--- src/hw/rtl/glpd_pkg.sv ---
// Package for the grid local peak detector.
// Holds configuration codes, fixed field widths and the structs shared
// between the front end, the judge and the output queue. No dependencies.
package glpd_pkg;

    localparam int CFG_WIDTH     = 9;
    localparam int CFG_IDX_WIDTH = 1;
    localparam int PEAK_WIDTH    = 8;

    localparam logic [CFG_IDX_WIDTH-1:0] CFG_ROW_COUNT = 1'b0;
    localparam logic [CFG_IDX_WIDTH-1:0] CFG_COL_COUNT = 1'b1;

    localparam logic [CFG_WIDTH-1:0] CFG_COUNT_RESET = 9'd256;

    // neighbor presence for the sample in the judge stage
    typedef struct packed {
        logic has_up;
        logic has_up2;
        logic has_left;
        logic has_left2;
        logic has_right;
        logic last_row;
        logic last_col;
    } t_ctx;

    // peaks found for one sample, in emit order
    typedef struct packed {
        logic up_center;
        logic left;
        logic self;
    } t_hits;

endpackage

--- src/hw/rtl/glpd_outq.sv ---
// Result register: holds up to three peaks of one sample and hands them
// out one transaction per cycle while i_ready is high. Depends on glpd_pkg.
module glpd_outq #(
    parameter int RW = 8,
    parameter int CW = 8
) (
    input  logic                                i_clk,
    input  logic                                i_rst_n,
    input  logic                                i_s1_valid,
    input  glpd_pkg::t_hits                     i_hits,
    input  logic [RW-1:0]                       i_row,
    input  logic [CW-1:0]                       i_col,
    output logic                                o_advance,
    output logic                                o_valid,
    input  logic                                i_ready,
    output logic [glpd_pkg::PEAK_WIDTH-1:0]     o_peak_row,
    output logic [glpd_pkg::PEAK_WIDTH-1:0]     o_peak_col,
    output logic                                o_last_of_run
);

    localparam int PW = glpd_pkg::PEAK_WIDTH;

    glpd_pkg::t_hits r_pend, n_pend, after;
    logic [RW-1:0]   r_row, row_up;
    logic [CW-1:0]   r_col, col_left;
    logic            busy, free, load, any_hit;

    assign row_up   = r_row - RW'(1);
    assign col_left = r_col - CW'(1);

    always_comb begin
        after = r_pend;
        if (r_pend.up_center) begin
            after.up_center = 1'b0;
            o_peak_row      = PW'(row_up);
            o_peak_col      = PW'(r_col);
        end else if (r_pend.left) begin
            after.left      = 1'b0;
            o_peak_row      = PW'(r_row);
            o_peak_col      = PW'(col_left);
        end else begin
            after.self      = 1'b0;
            o_peak_row      = PW'(r_row);
            o_peak_col      = PW'(r_col);
        end
    end

    assign busy          = (r_pend != '0);
    assign o_valid       = busy;
    assign o_last_of_run = (after == '0);
    assign free          = !busy || (i_ready && o_last_of_run);
    assign any_hit       = (i_hits != '0);
    assign o_advance     = i_s1_valid && (!any_hit || free);
    assign load          = i_s1_valid && any_hit && free;

    always_comb begin
        n_pend = r_pend;
        if (load) begin
            n_pend = i_hits;
        end else if (busy && i_ready) begin
            n_pend = after;
        end
    end

    always_ff @(posedge i_clk) begin
        if (!i_rst_n) begin
            r_pend <= '0;
        end else begin
            r_pend <= n_pend;
        end
    end

    always_ff @(posedge i_clk) begin
        if (load) begin
            r_row <= i_row;
            r_col <= i_col;
        end
    end

endmodule

--- config.mk ---
export PLATFORM = sky130hd
export DESIGN_NAME = glpd_outq
export DESIGN_NICKNAME = d
export VERILOG_FILES = /design/src/hw/rtl/glpd_pkg.sv /design/src/hw/rtl/glpd_outq.sv
export SDC_FILE = /design/constraint.sdc
export NUM_CORES = 1
export LEC_CHECK = 0
export ABC_AREA = 1
export ABC_CLOCK_PERIOD_IN_PS = 1410
export BUFFER_PORTS_ARGS = -buffer_cell sky130_fd_sc_hd__buf_2
export CORE_MARGIN = 3
export CORE_UTILIZATION = 43
export DETAILED_ROUTE_END_ITERATION = 7
export HOLD_SLACK_MARGIN = 0.12
export PLACE_DENSITY = 0.75
export SETUP_SLACK_MARGIN = 0.1
export SLEW_MARGIN = 20
export SYNTH_ARGS = -nofsm -noshare
export SYNTH_HDL_FRONTEND = slang
export SYNTH_SLANG_ARGS = --single-unit
--- constraint.sdc ---
create_clock -name i_clk -period 1.41 [get_ports i_clk]
set_input_delay 0.0705 -clock i_clk [delete_from_list [all_inputs] [get_ports i_clk]]
set_output_delay 0.0705 -clock i_clk [all_outputs]
set_load 0.01 [all_outputs]
==> reports/results.tsv <==
metric	value	unit
data required time of the worst path	1.34	ns
io pins	42	
status	finished, violations left	
fraction of layout cells with a size suffix above 1	55.6	%
Clock Skews	0.00314	ns
final setup vio count	31	
Leak	0.900	nW
Mapped Nets	135	
root buffer cell	clkbuf_4	
WL/cell	15.0	um
max_cap viols	0	
top-count cell post-synth	inv_1	
GPL Wtd Cong	0.761	
RSZ-0062 raised after global routing	true	
critical path capture point type	primary output	
number of global-route vias before repair	1073	
top cell type's share of synthesized area	45.0	%
row cnt	17	
critical path class	reg2out	
H-tree levels	1	
die footprint	3120	um^2
Worst Slack Setup Final	-0.347	ns
# diodes	0	
PwrDens	902	nW/um^2
GRT Util Overall	18.7	%
final worst path period need	1.76	ns
setup_tns	-5.40	ns
total power	1.73	mW
warnings from Yosys	0	
Final Instance Area	1920	um^2
Port Buffers	41	
DR iter-0 viols	14	
dpl cell area	1370	um^2
Syn Std Cell Area	1070	um^2
Synth Area in Compound Gates	4.45	%
number of antenna violations at the first check in global routing	0	
peak supply drop	917	uV
busiest layer in global routing	met2	
Max-slew headroom	77.8	%
DR pass1 iterations	4	
hpwl dp	1.63	mm
Worst Hold Slack	0.227	ns
largest cells by area after synthesis	edfxtp_1 45%, xor2_1 8.2%, inv_1 8.1%	
Synth Area per Inst	9.71	um^2
area of the multi-input gates	577	um^2
worst endpoint data arrival time	1.69	ns
Final Slew Violations	0	
main combinational cell family by area after synthesis	simple AND/OR/NAND/NOR gates	
first-pass GRT wire length	4.60	mm
Overflow after GRT	0	
post-synthesis adder-cell area fraction	2.34	%
Commonest cells post-synth	23 x inv_1, 21 x nand2_1, 16 x edfxtp_1	
DR vias/cell	5.04	
largest area contributor in the netlist	edfxtp_1	
DRC violations left	0	
Crit Path Max Fanout	3	
Vias	1129	
core outline area	2280	um^2
violated checks	setup timing	
NumNets Final	222	
Final Util	84.2	%
ratio of final minimum period to clock period	125	%
mux share of post-synthesis cell area	0	%
Max Freq	569	MHz
Main synth FF type	edfxtp_1	
die height	55.9	um
Yosys cell types	25	
TritonCTS Sinks	19	
xor/xnor share of the synthesized area	9.84	%
TritonCTS Buffers	3	
met1 Usage GRT	19.3	%
number of flops mapped to enable cells by yosys	16	
Hold/Removal Path Class	in2reg	
pin count of the biggest net entering global routing	11	
Final Hold Fails	0	
CTS tree	done	
Layout fillers	113	
clock latency on the worst-skew pair	0.29	ns
area growth from synthesis to layout	79.4	%
die width	55.9	um
Gate Count Post-Synth	110	
Total Wirelength	3.36	mm
ANT nets after route	0	
Post-Synth Simple-Gate Area	23.3	%
FF+latch area	548	um^2
Initial Util	46.9	%
R2R setup slack	-0.19	ns
Reg clk slew, reported paths	0.10	ns
met3 Resource Use GR	1.86	%
register bit count reported by yosys	19	
measured slew at the worst slew-check pin	0.332	ns
met2 GRT Util	38.2	%
Synth async-reset ratio	0	%
startpoint class of the critical path	register	
Longest Clk Path Bufs	2	
register area share after synthesis	50.6	%
[timing repair]
item	CTS	global route
endpoints found under the hold margin	19	0
pin swaps	8	10
endpoints found under the setup margin	34	37
resized for setup	21	32
cloned	1	0
setup buffers	15	8
hold buffers	20	0
[path summary, 6_finish.rpt]
kind | from | end | cells after the start
setup / recovery | r_row[1]$_DFFE_PP_ | o_peak_row[6] | 6
hold / removal | i_ready | r_pend[0]$_SDFFE_PN0P_ | 5
setup reg to reg | r_pend[2]$_SDFFE_PN0P_ | r_row[5]$_DFFE_PP_ | 8
hold reg to reg | r_pend[0]$_SDFFE_PN0P_ | r_pend[0]$_SDFFE_PN0P_ | 2
[cell usage in the layout, fill, tap and decap left out, types with 2 or more instances in the layout]
cell | synthesis | routed
clkbuf_4 | 0 | 3
nand3_4 | 1 | 2
buf_12 | 0 | 2
xor2_1 | 10 | 10
nand2_4 | 0 | 4
nor3_4 | 1 | 2
nor2_4 | 1 | 4
buf_2 | 0 | 40
buf_6 | 1 | 9
dlygate4sd3_1 | 0 | 20
edfxtp_1 | 16 | 16
a21oi_1 | 6 | 3
nand2_1 | 21 | 12
ha_4 | 0 | 2
nand3_2 | 1 | 2
nor2_1 | 5 | 2
nor3_2 | 2 | 3
buf_4 | 0 | 12
inv_4 | 0 | 2
a21oi_2 | 0 | 3
nand2_2 | 1 | 6
dfxtp_4 | 0 | 2
inv_1 | 23 | 16
nand4_1 | 3 | 3
inv_2 | 1 | 5
o21ai_2 | 0 | 2
[cells by family after synthesis]
| group | Yosys count |
|---|---|
| AOI/OAI and AO/OA | 9 |
| xor gates and xnor gates | 12 |
| adders and majority gates | 2 |
| buffers and inverters | 25 |
| DFF | 19 |
| and+or+nand+nor | 43 |
[critical path: stages, from the launching register on]
cell and delay [ns]:
edfxtp_1 0.49, inv_2 0.11, ha_4 0.13, nand4_1 0.16, nor3_2 0.18, xor2_1 0.17, buf_2 0.16
[sequential cells by signal, indices dropped and copies added, names as in the netlist]
name	cells
r_col	8
r_row	8
r_pend	3
[metal layers]
layer / share of wire [%] / vias up
met3: 3.6 / 16
met5: 0 / -
li1: - / 527
met1: 37 / 549
met4: 3.8 / 0
met2: 56 / 37
[report_power, final]
part	switching (mW)	internal (mW)
clock	0.160	0.110
sequential	0.0668	0.688
combinational	0.365	0.340
[layout make-up]
type	count	area share, %
inverter	24	5.16
sequential	19	28.6
timing repair buffer	83	33.0
multi-input combinational	66	30.1
clock buffer	4	1.37
tap	28	1.83
[per-stage QoR]
stage | setup WS, ns | instances
after floorplan | -0.00478 | 110
after global placement | 0.0652 | 182
after detailed placement | -0.0287 | 182
after CTS | -0.273 | 221
after global routing | -0.422 | 224
final | -0.347 | 224
Note: power is estimated with default switching activity, not from simulation.
