--- config.mk ---
export PLATFORM = sky130hd
export DESIGN_NAME = glpd_judge
export DESIGN_NICKNAME = d
export VERILOG_FILES = /design/src/hw/rtl/glpd_pkg.sv /design/src/hw/rtl/glpd_judge.sv
export SDC_FILE = /design/constraint.sdc
export NUM_CORES = 1
export LEC_CHECK = 0
export BUFFER_PORTS_ARGS = -buffer_cell sky130_fd_sc_hd__buf_2
export CAP_MARGIN = 0
export CELL_PAD_IN_SITES_DETAIL_PLACEMENT = 1
export CELL_PAD_IN_SITES_GLOBAL_PLACEMENT = 1
export CORE_MARGIN = 4
export CORE_UTILIZATION = 36
export DETAILED_ROUTE_END_ITERATION = 10
export PLACE_DENSITY_LB_ADDON = 0.1
export SKIP_LAST_GASP = 1
export SYNTH_ARGS = -nofsm -noshare
export SYNTH_HDL_FRONTEND = slang
export SYNTH_SLANG_ARGS = --single-unit
--- constraint.sdc ---
create_clock -name vclk -period 2.9
set_input_delay 0.435 -clock vclk [all_inputs]
set_output_delay 0.435 -clock vclk [all_outputs]
set_load 0.02 [all_outputs]
--- src/hw/rtl/glpd_pkg.sv ---
// Package for the grid local peak detector.
// Holds configuration codes, fixed field widths and the structs shared
// between the front end, the judge and the output queue. No dependencies.
package glpd_pkg;

    localparam int CFG_WIDTH     = 9;
    localparam int CFG_IDX_WIDTH = 1;
    localparam int PEAK_WIDTH    = 8;

    localparam logic [CFG_IDX_WIDTH-1:0] CFG_ROW_COUNT = 1'b0;
    localparam logic [CFG_IDX_WIDTH-1:0] CFG_COL_COUNT = 1'b1;

    localparam logic [CFG_WIDTH-1:0] CFG_COUNT_RESET = 9'd256;

    // neighbor presence for the sample in the judge stage
    typedef struct packed {
        logic has_up;
        logic has_up2;
        logic has_left;
        logic has_left2;
        logic has_right;
        logic last_row;
        logic last_col;
    } t_ctx;

    // peaks found for one sample, in emit order
    typedef struct packed {
        logic up_center;
        logic left;
        logic self;
    } t_hits;

endpackage

--- src/hw/rtl/glpd_judge.sv ---
// Neighbor compares for the sample in the judge stage: the center one row
// up, the left neighbor on the last row, and the sample itself at frame end.
// Depends on glpd_pkg.
module glpd_judge #(
    parameter int SAMPLE_WIDTH = 16
) (
    input  logic signed [SAMPLE_WIDTH-1:0] i_x,
    input  logic signed [SAMPLE_WIDTH-1:0] i_xm1,
    input  logic signed [SAMPLE_WIDTH-1:0] i_xm2,
    input  logic signed [SAMPLE_WIDTH-1:0] i_pm1,
    input  logic signed [SAMPLE_WIDTH-1:0] i_prev_c,
    input  logic signed [SAMPLE_WIDTH-1:0] i_prev_cp1,
    input  logic signed [SAMPLE_WIDTH-1:0] i_cur_c,
    input  glpd_pkg::t_ctx                 i_ctx,
    output glpd_pkg::t_hits                o_hits
);

    always_comb begin
        o_hits.up_center = i_ctx.has_up
                        && (!i_ctx.has_up2   || i_prev_c >= i_cur_c)
                        && (i_prev_c >= i_x)
                        && (!i_ctx.has_left  || i_prev_c >= i_pm1)
                        && (!i_ctx.has_right || i_prev_c >= i_prev_cp1);
        o_hits.left      = i_ctx.last_row && i_ctx.has_left
                        && (!i_ctx.has_up    || i_xm1 >= i_pm1)
                        && (!i_ctx.has_left2 || i_xm1 >= i_xm2)
                        && (i_xm1 >= i_x);
        o_hits.self      = i_ctx.last_row && i_ctx.last_col
                        && (!i_ctx.has_up    || i_x >= i_prev_c)
                        && (!i_ctx.has_left  || i_x >= i_xm1);
    end

endmodule

==> results.md, run 1 <==
- Outcome: complete, no violations
- Min-Delay Path Class: in -> out
- Core Rows: 32
- Share of cells above drive strength 1: between 30% and 40%
- FF/Latch Area: 0 um2
- First-pass DRT Iterations: 4
- Biggest area consumer among synthesized cells: ha_1
- # setup viols final: 0
- Final HPWL DP: about 9 mm
- Leakage power: ~2.4 nW
- Cell Pwr Density: roughly 140 mW/mm2
- Layout area overhead: 40.48%
- Final Routed Wirelength: between 10 and 15 mm
- Die area: slightly below 0.01 mm2
- Final min period: 2.894 ns
- Iter 0 DRT Violations: 61
- Slew @ Worst Pin: approximately 0.46 ns
- Setup CP Type: in -> out
- Worst Path Arrival: ~2.5 ns
- Drt via density: roughly 5.3
- Crit path capture type: output pin
- IO buf count: 122
- GRT Resource Usage Total: a little under a fifth
- # DRC: 0
- Synth Instances: approximately 400
- Wire per inst: 16.28 um
- Fin nets: 764
- Power Total: between 0.0005 and 0.0006 W
- Routed vias: about 3,400
- Worst-path fanout max: 2
- Most frequent cells in the layout: 115 x buf_2, 99 x ha_1, 94 x inv_1
- Die width: 98.45 um
- Largest cells by area after synthesis: ha_1 48%, inv_1 12%, a21oi_1 6.3%, nand4_1 4.9%, a21o_1 3.3%
- Commonest non-fill, non-tap cell in the layout: buf_2
- Max Clk Rate: ~350 MHz
- Vias in the first global route: between 3,000 and 4,000
- Area fraction of the dominant cell type after synthesis: between 40% and 50%
- Largest net degree at the start of global routing: 5
- Slew Viols, Final: 0
- Critical Path RT: 2.47 ns
- Area of the mapped netlist: 0.002945 mm2
- Seq Cell Count: 0
- # fillers: 1,014
- VDD IR max: slightly below 0.00006 V
- Yosys warning count: 0
- First-pass GRT wire length: 15.61 mm
- Hold Fails Final Rpt: 0
- Seq/Total Area, Yosys: 0%
- Final ANT Viol Nets: 0
- Die Ht: just under 100 um
- Max-Cap Viols: 0
- Initial antenna violation count: 0
- GRT Residual Overflow: 0
- Hold_ws: about 1.2 ns
- Fin crit share: 99.79%
- Ant diodes: 0
- Initial Util: roughly 38%
- Syn_nets: roughly 620
- Core area: roughly 0.0078 mm2
- Slew headroom: between 60% and 70%
- Ports: around 120
- RSZ-0062 raised after global routing: yes
- CLK BUF: 0
- Syn avg cell area: around 7.5 um2
- Crit start category: primary input
- GP Congestion: ~0.86
- Synth cell types: 43
==> synthesized netlist by cell type, types with 3 or more instances <==
library cell  count
a211oi_1          4
a21o_1           13
a21oi_1          37
a31oi_1           3
and4_1            3
ha_1            112
inv_1            98
mux2i_1           3
nand2_1          19
nand3_1           7
nand4_1          23
nor2_1           10
nor2b_1           7
nor3b_1           3
o211ai_1          7
o21a_1            3
o21ai_0           7
o31ai_1           3
==> worst max-delay path: stages <==
cell and delay, ns:
buf_2 0.10, inv_2 0.07, ha_4 0.20, nor2b_4 0.12, o211ai_1 0.32, a2111oi_4 0.13, nor3_2 0.28, mux2_4 0.34
nor4_4 0.27, buf_4 0.19
==> report_power, final <==
part | internal [W] | total (W) | switching (W)
sequential | 0 | 0 | 0
clock | 0 | 0 | 0
combinational | 0.000275 | 0.000587 | 0.000312
==> stage by stage <==
step                      utilization (%)  setup TNS [ns]  worst slack (ns)  instances  area [um2]
final                               52.73               0          0.006087        633        4138
after global routing                52.73         -0.1887          -0.08254        633        4138
after CTS                           48.52               0          0.001212        624        3807
after detailed placement            47.51         -0.1006           -0.1006        623        3729
after global placement              47.51        -0.04568          -0.04568        623        3729
after floorplan                         -               0           0.05715        393        2945
==> what timing repair did <==
item / 4_1_cts / 5_1_grt
pin swaps: 5 / 22
endpoints found under the setup margin: 1 / 3
buffers inserted: 1 / 9
gates resized for setup: 10 / 45
gates cloned: 0 / 0
hold buffers: 0 / 0
==> cell families after synthesis <==
| group | Yosys count | synth area share, % |
|---|---|---|
| adder cells (fa/ha/maj) | 112 | 47.58 |
| buffers and inverters | 98 | 12.49 |
| AO/OA/AOI/OAI | 96 | 22.05 |
| AND/OR/NAND/NOR | 82 | 15.97 |
| multiplexers | 5 | 1.912 |
==> metal layers <==
layer | up-vias | GRT usage (%) | wire [um]
met4 | 0 | 0.1050 | 37
met5 | - | 0 | 0
met1 | 1571 | 25.88 | 4690
met2 | 71 | 34.53 | 5216
met3 | 2 | 1.203 | 360
li1 | 1706 | - | -
==> worst paths after layout <==
kind          start        end  depth (start not counted)
max   i_prev_cp1[1]  o_hits[2]                         10
min        i_ctx[0]  o_hits[0]                          4
==> area by class of cell <==
class | count | area, um2 | area share, %
multi-input cells | 295 | 2890 | 69.85
repair buffers | 138 | 752.0 | 18.17
inverters | 98 | 367.9 | 8.890
well taps | 102 | 127.6 | 3.084
Power figures use the tool's default switching activity.
==> run 2: changes to the inputs <==
--- a/config.mk
+++ b/config.mk
@@ -15,2 +15,3 @@
 export PLACE_DENSITY_LB_ADDON = 0.1
+export SETUP_SLACK_MARGIN = 0.1
 export SKIP_LAST_GASP = 1
==> constraint.sdc (replaced) <==
create_clock -name vclk -period 2.9
set_input_delay 0.435 -clock vclk [all_inputs]
set_output_delay 0.435 -clock vclk [all_outputs]
set_load 0.1 [all_outputs]
==> run 2 against run 1 <==
Net effect:
- the flow now finishes with violations (negative setup slack)
- fmax decreased by 8.2%
- core utilization is 12 points higher
- largest cell class unchanged
- critical path type unchanged
- global-route usage is 5.7 points higher
- worst hold slack improved by 0.082 ns
- sequential share of layout area unchanged
==> results.md, run 2 (synthesis gave the netlist of run 1 again) <==
- Core area: 0.007848 mm2 (unchanged)
- Wire per inst: 21.25 um (+31%)
- Crit start category: primary input
- Pint: 0.0003978 W (+45%)
- RSZ-0062 raised after global routing: yes
- Hold Path End: o_hits[1]
- GRT Resource Usage Total: 24.62% (+5.7 points)
- Commonest non-fill, non-tap cell in the layout: buf_2
- Hold path cells: 4 (unchanged)
- FF/Latch Area: 0 um2 (unchanged)
- Placed insts: 628 (+0.80%)
- Die width: 98.45 um (unchanged)
- Hold-fix buffers, CTS: 0 (unchanged)
- Hold Fails Final Rpt: 0 (unchanged)
- Routed vias: 3,639 (+8.6%)
- Fin crit share: 108.7% (+8.9 points)
- Worst setup margin: -0.2530 ns (-0.2591 ns)
- Ports: 122 (unchanged)
- Comb pwr share: 100.0% (about the same)
- IO buf count: 122 (unchanged)
- # setup viols final: 2 (+2)
- CP cell instances: buf_4 > inv_1 > ha_1 > nand4_1 > buf_4 > buf_4 > a21oi_2 > a2111oi_2 > buf_4 > a311oi_2 > nor4_4 > buf_12
- GP Congestion: 0.8664 (+1.3%)
- Initial Util: 37.53% (unchanged)
- Most frequent cells in the layout: 84 x buf_2, 63 x inv_1, 61 x ha_1
- Iter 0 DRT Violations: 129 (+110%)
- # DRC: 0 (unchanged)
- Worst-path fanout max: 4 (+2)
- Final min period: 3.153 ns (+0.2591 ns)
- Slew @ Worst Pin: 0.4160 ns (-0.04351 ns)
- Worst Path Arrival: 2.72 ns (+0.26 ns)
- Die area: 0.009692 mm2 (unchanged)
- Initial antenna violation count: 0 (unchanged)
- Final ANT Viol Nets: 0 (unchanged)
- First-pass GRT wire length: 19.87 mm (+27%)
- Layout area overhead: 72.26%
- Setup CP Type: in -> out
- Largest net degree at the start of global routing: 6 (+1)
- Final HPWL DP: 9.526 mm (+7.2%)
- Cell Pwr Density: 161.4 mW/mm2 (+14%)
- Seq Cell Count: 0 (unchanged)
- Leakage power: 2.501 nW (+6.0%)
- Max Clk Rate: 317.2 MHz (-8.2%)
- Max-Cap Viols: 0 (unchanged)
- Most frequent CP cell: buf_4
- Outcome: finished with violations
- Drt via density: 5.659 (+6.9%)
- Crit path capture type: output pin
- Critical Path RT: 2.47 ns (about the same)
- Slowest stage cell on the critical path: a2111oi_2
- Share of cells above drive strength 1: 50.65% (+16 points)
- Final Routed Wirelength: 13.67 mm (+33%)
- Hold Startpoint: i_ctx[1]
- Post-route insts no fill: 643 (+1.6%)
- Top delay family on crit path: buffers and inverters
- CP bufs+invs: 6 (+3)
- Fin nets: 774 (+1.3%)
- Sequential Power Share: 0% (unchanged)
- Switching power: 0.0004210 W (+35%)
- Slew Viols, Final: 0 (unchanged)
- TNS Setup: -0.4208 ns (-0.4208 ns)
- First-pass DRT Iterations: 4 (unchanged)
- Slew headroom: 72.21% (+3.1 points)
- Failing checks: negative setup slack
- Core Rows: 32 (unchanged)
- Switching part of the total power: 51.41% (-1.7 points)
- Ant diodes: 0 (unchanged)
- Clk pwr share: 0% (unchanged)
- CP peak stage delay: 0.41 ns (+0.07 ns)
- VDD IR max: 0.0001028 V (+72%)
- GRT Residual Overflow: 0 (unchanged)
- Vias in the first global route: 4,111 (+18%)
- CLK BUF: 0 (unchanged)
- Die Ht: 98.45 um (unchanged)
- Min-Delay Path Class: in -> out
==> run 2: changes by cell type in the layout (fill, tap and decap cells not counted), sizes merged <==
cell | previous run | this run
buf | 137 | 146
clkbuf | 1 | 2
==> run 2: cell type report <==
class	instances	area, um2
multi-input cells	295	3426
repair buffers	148	1112
fillers	902	2774
inverters	98	407.9
well taps	102	127.6
==> run 2: worst max path at each step <==
stage,startpoint,slack (ns),end,cells past startpoint
after floorplan,i_cur_c[1],-0.29,o_hits[2],8
after global placement,i_prev_c[13],-0.001,o_hits[2],9
after detailed placement,i_pm1[11],-0.07,o_hits[2],10
after CTS,i_prev_c[14],0.07,o_hits[2],9
after global routing,i_prev_c[14],-0.33,o_hits[2],12
final,i_prev_c[14],-0.25,o_hits[2],12
==> run 2: per-layer routing <==
metal	track usage (%)	vias up	part of all wire [%]
li1	-	1728	-
met2	48.05	127	53
met4	5.252	0	4.1
met5	0	-	0
met3	2.194	43	4.2
met1	28.81	1741	39
==> run 2: power by group through the flow <==
| stage | Clock [W] | Combinational (W) | Sequential, W |
|---|---|---|---|
| 3_3_place_gp | 0 | 0.000587 | 0 |
| 6_report | 0 | 0.000819 | 0 |
| 5_1_grt | 0 | 0.000899 | 0 |
| 4_1_cts | 0 | 0.000700 | 0 |
| 2_1_floorplan | 0 | 0.000365 | 0 |
| 3_5_place_dp | 0 | 0.000621 | 0 |
==> run 2: repair_timing <==
item,in CTS,in global routing
cloned,0,0
buffers inserted,6,9
pin swaps,34,36
setup endpoints to repair,3,3
gates resized for setup,78,80
==> run 2: per-stage QoR <==
| stage | power, W | area, um2 | hold slack, ns | util [%] | setup WS (ns) |
|---|---|---|---|---|---|
| floorplan | 0.0003647 | 3306 | 1.093 | - | -0.2855 |
| global placement | 0.0005871 | 4184 | 1.298 | 53.32 | -0.001111 |
| detailed placement | 0.0006212 | 4184 | 1.316 | 53.32 | -0.07269 |
| CTS | 0.0006999 | 4676 | 1.312 | 59.58 | 0.06638 |
| global route | 0.0008985 | 5074 | 1.341 | 64.65 | -0.3256 |
| finish | 0.0008188 | 5074 | 1.314 | 64.65 | -0.2530 |
==> run 3: changes to the inputs <==
CORE_UTILIZATION = 39   (was 36)
clock period = 3.65 ns   (was 2.9 ns; I/O delays follow)
==> run 3 against run 2 <==
Net effect:
- total power fell by 48%
- final cell count shrank 4.5%
- wire length fell by 31%
- combinational power decreased by 48%
- via count decreased by 11%
- the flow now finishes without violations
- cell area decreased by 26%
- critical endpoint is now o_hits[0]
==> results.md, run 3 (synthesis gave the netlist of run 1 again) <==
- Outcome: complete, no violations
- Cell Pwr Density: 114.4 mW/mm2 (-29%)
- Crit start category: primary input
- TNS Setup: 0 ns (+0.4208 ns)
- Final min period: about 3.4 ns
- # DRC: 0 (unchanged)
- IO buf count: 122 (unchanged)
- Uppermost layer routed: met4
- Final instance area: 0.003732 mm2 (-26%)
- Final ANT Viol Nets: 0 (unchanged)
- Slew headroom: 57.31% (-15 points)
- Met3 wire len: 377 um (-34%)
- Layout area overhead: 26.72%
- Final HPWL DP: 9.029 mm (-5.2%)
- Worst Path Arrival: 2.83 ns (+0.11 ns)
- CLK BUF: 0 (unchanged)
- FF/Latch Area: 0 um2 (unchanged)
- Crit path capture type: output pin
- Routed vias: 3,234 (-11%)
- Max-Cap Viols: 0 (unchanged)
- Slew @ Worst Pin: 0.6387 ns (+0.2227 ns)
- Ant diodes: 0 (unchanged)
- Ports: 122 (unchanged)
- GP Congestion: 0.9070 (+4.7%)
- Leakage power: 2.260 nW (-9.6%)
- Core Rows: 31 (-3.1%)
- Initial antenna violation count: 0 (unchanged)
- Initial Util: 40.39% (+2.9 points)
- Final Routed Wirelength: 9.491 mm (-31%)
- Vias in the first global route: 3,481 (-15%)
- Post-CTS sizing: 0 (-100%)
- Critical Path RT: 3.10 ns (+0.63 ns)
- Fin crit share: 92.40%
- Core area: 0.007292 mm2 (-7.1%)
- Slew Viols, Final: 0 (unchanged)
- Drt via density: 5.267 (-6.9%)
- CP peak stage delay: 0.46 ns (+0.05 ns)
- Largest net degree at the start of global routing: 6 (unchanged)
- Iter 0 DRT Violations: 31 (-76%)
- CP bufs+invs: 3 (-3)
- Die area: 0.009006 mm2 (-7.1%)
- Worst-path fanout max: 4 (unchanged)
- Share of cells above drive strength 1: 26.21% (-24 points)
- Area after DPL: 0.003731 mm2 (-11%)
- Top delay family on crit path: compound AO/OA/AOI/OAI gates
- First-pass GRT wire length: 15.73 mm (-21%)
- Hold-fix buffers, CTS: 0 (unchanged)
- Commonest non-fill, non-tap cell in the layout: buf_2
- Max Clk Rate: approximately 300 MHz
- Slowest stage cell on the critical path: buf_2
- First-pass DRT Iterations: 4 (unchanged)
- Min-Delay Path Class: in -> out
- Post-route insts no fill: 614 (-4.5%)
- Setup CP Type: in -> out
- GRT Resource Usage Total: 21.45% (-3.2 points)
- CP cell instances: buf_2 > inv_1 > ha_1 > a21oi_1 > a21boi_0 > o31ai_1 > a211oi_1 > a31o_2 > a211oi_4 > buf_2
- Fin nets: 748 (-3.4%)
- RSZ-0062 raised after global routing: no
- Die Ht: 94.90 um (-3.6%)
- WL met1: 4.232 mm (-20%)
- Hold Fails Final Rpt: 0 (unchanged)
- Wire per inst: 15.46 um (-27%)
- Most frequent cells in the layout: 121 x buf_2, 112 x ha_1, 98 x inv_1
- WL met2: 4.766 mm (-34%)
- VDD IR max: 0.00004051 V (-61%)
- Seq Cell Count: 0 (unchanged)
- GRT Residual Overflow: 0 (unchanged)
- Postcts setup bufs: 0 (-6)
- Most frequent CP cell: buf_2
- # setup viols final: 0 (-2)
- Placed insts: 614 (-2.2%)
- Die width: 94.90 um (-3.6%)
[run 3: changes by cell type in the layout (fill, tap and decap cells not counted), moves of 9 or more]
cell / delta
ha_1: +51
ha_4: -50
buf_2: +37
inv_1: +35
buf_4: -28
inv_2: -24
buf_6: -21
inv_4: -9
[run 3: metrics by stage]
stage / utilization, % / total power (W) / setup WS [ns] / hold slack, ns
2_1_floorplan: - / 0.0002617 / 0.1869 / 1.309
3_3_place_gp: 51.17 / 0.0004096 / 0.4037 / 1.631
3_5_place_dp: 51.17 / 0.0004299 / 0.2918 / 1.638
4_1_cts: 51.17 / 0.0004325 / 0.3053 / 1.640
5_1_grt: 51.18 / 0.0004931 / 0.1683 / 1.665
6_report: 51.18 / 0.0004271 / 0.2774 / 1.637
[run 3: path summary, 6_finish.rpt]
check                  startpoint         to  slack (ns)  cells past startpoint
worst max-delay path  i_prev_c[6]  o_hits[0]        0.28                     10
worst min-delay path     i_ctx[1]  o_hits[1]        1.64                      4
[run 3: layout make-up]
| class | count | area, um2 |
|---|---|---|
| Tap cell | 99 | 123.9 |
| Multi-Input combinational cell | 295 | 2615 |
| Fill cell | 991 | 3560 |
| Inverter | 98 | 367.9 |
| Timing Repair Buffer | 122 | 625.6 |
[run 3: routing by layer]
metal  GRT usage, %  up-vias
met5              0        -
met4          2.404        0
met3         0.5578        6
met2          40.58       71
met1          27.66     1487
li1               -     1670
[run 3: power by group]
| part | internal [W] | switching, W | total, W |
|---|---|---|---|
| clock | 0 | 0 | 0 |
| combinational | 0.000191 | 0.000236 | 0.000427 |
| sequential | 0 | 0 | 0 |
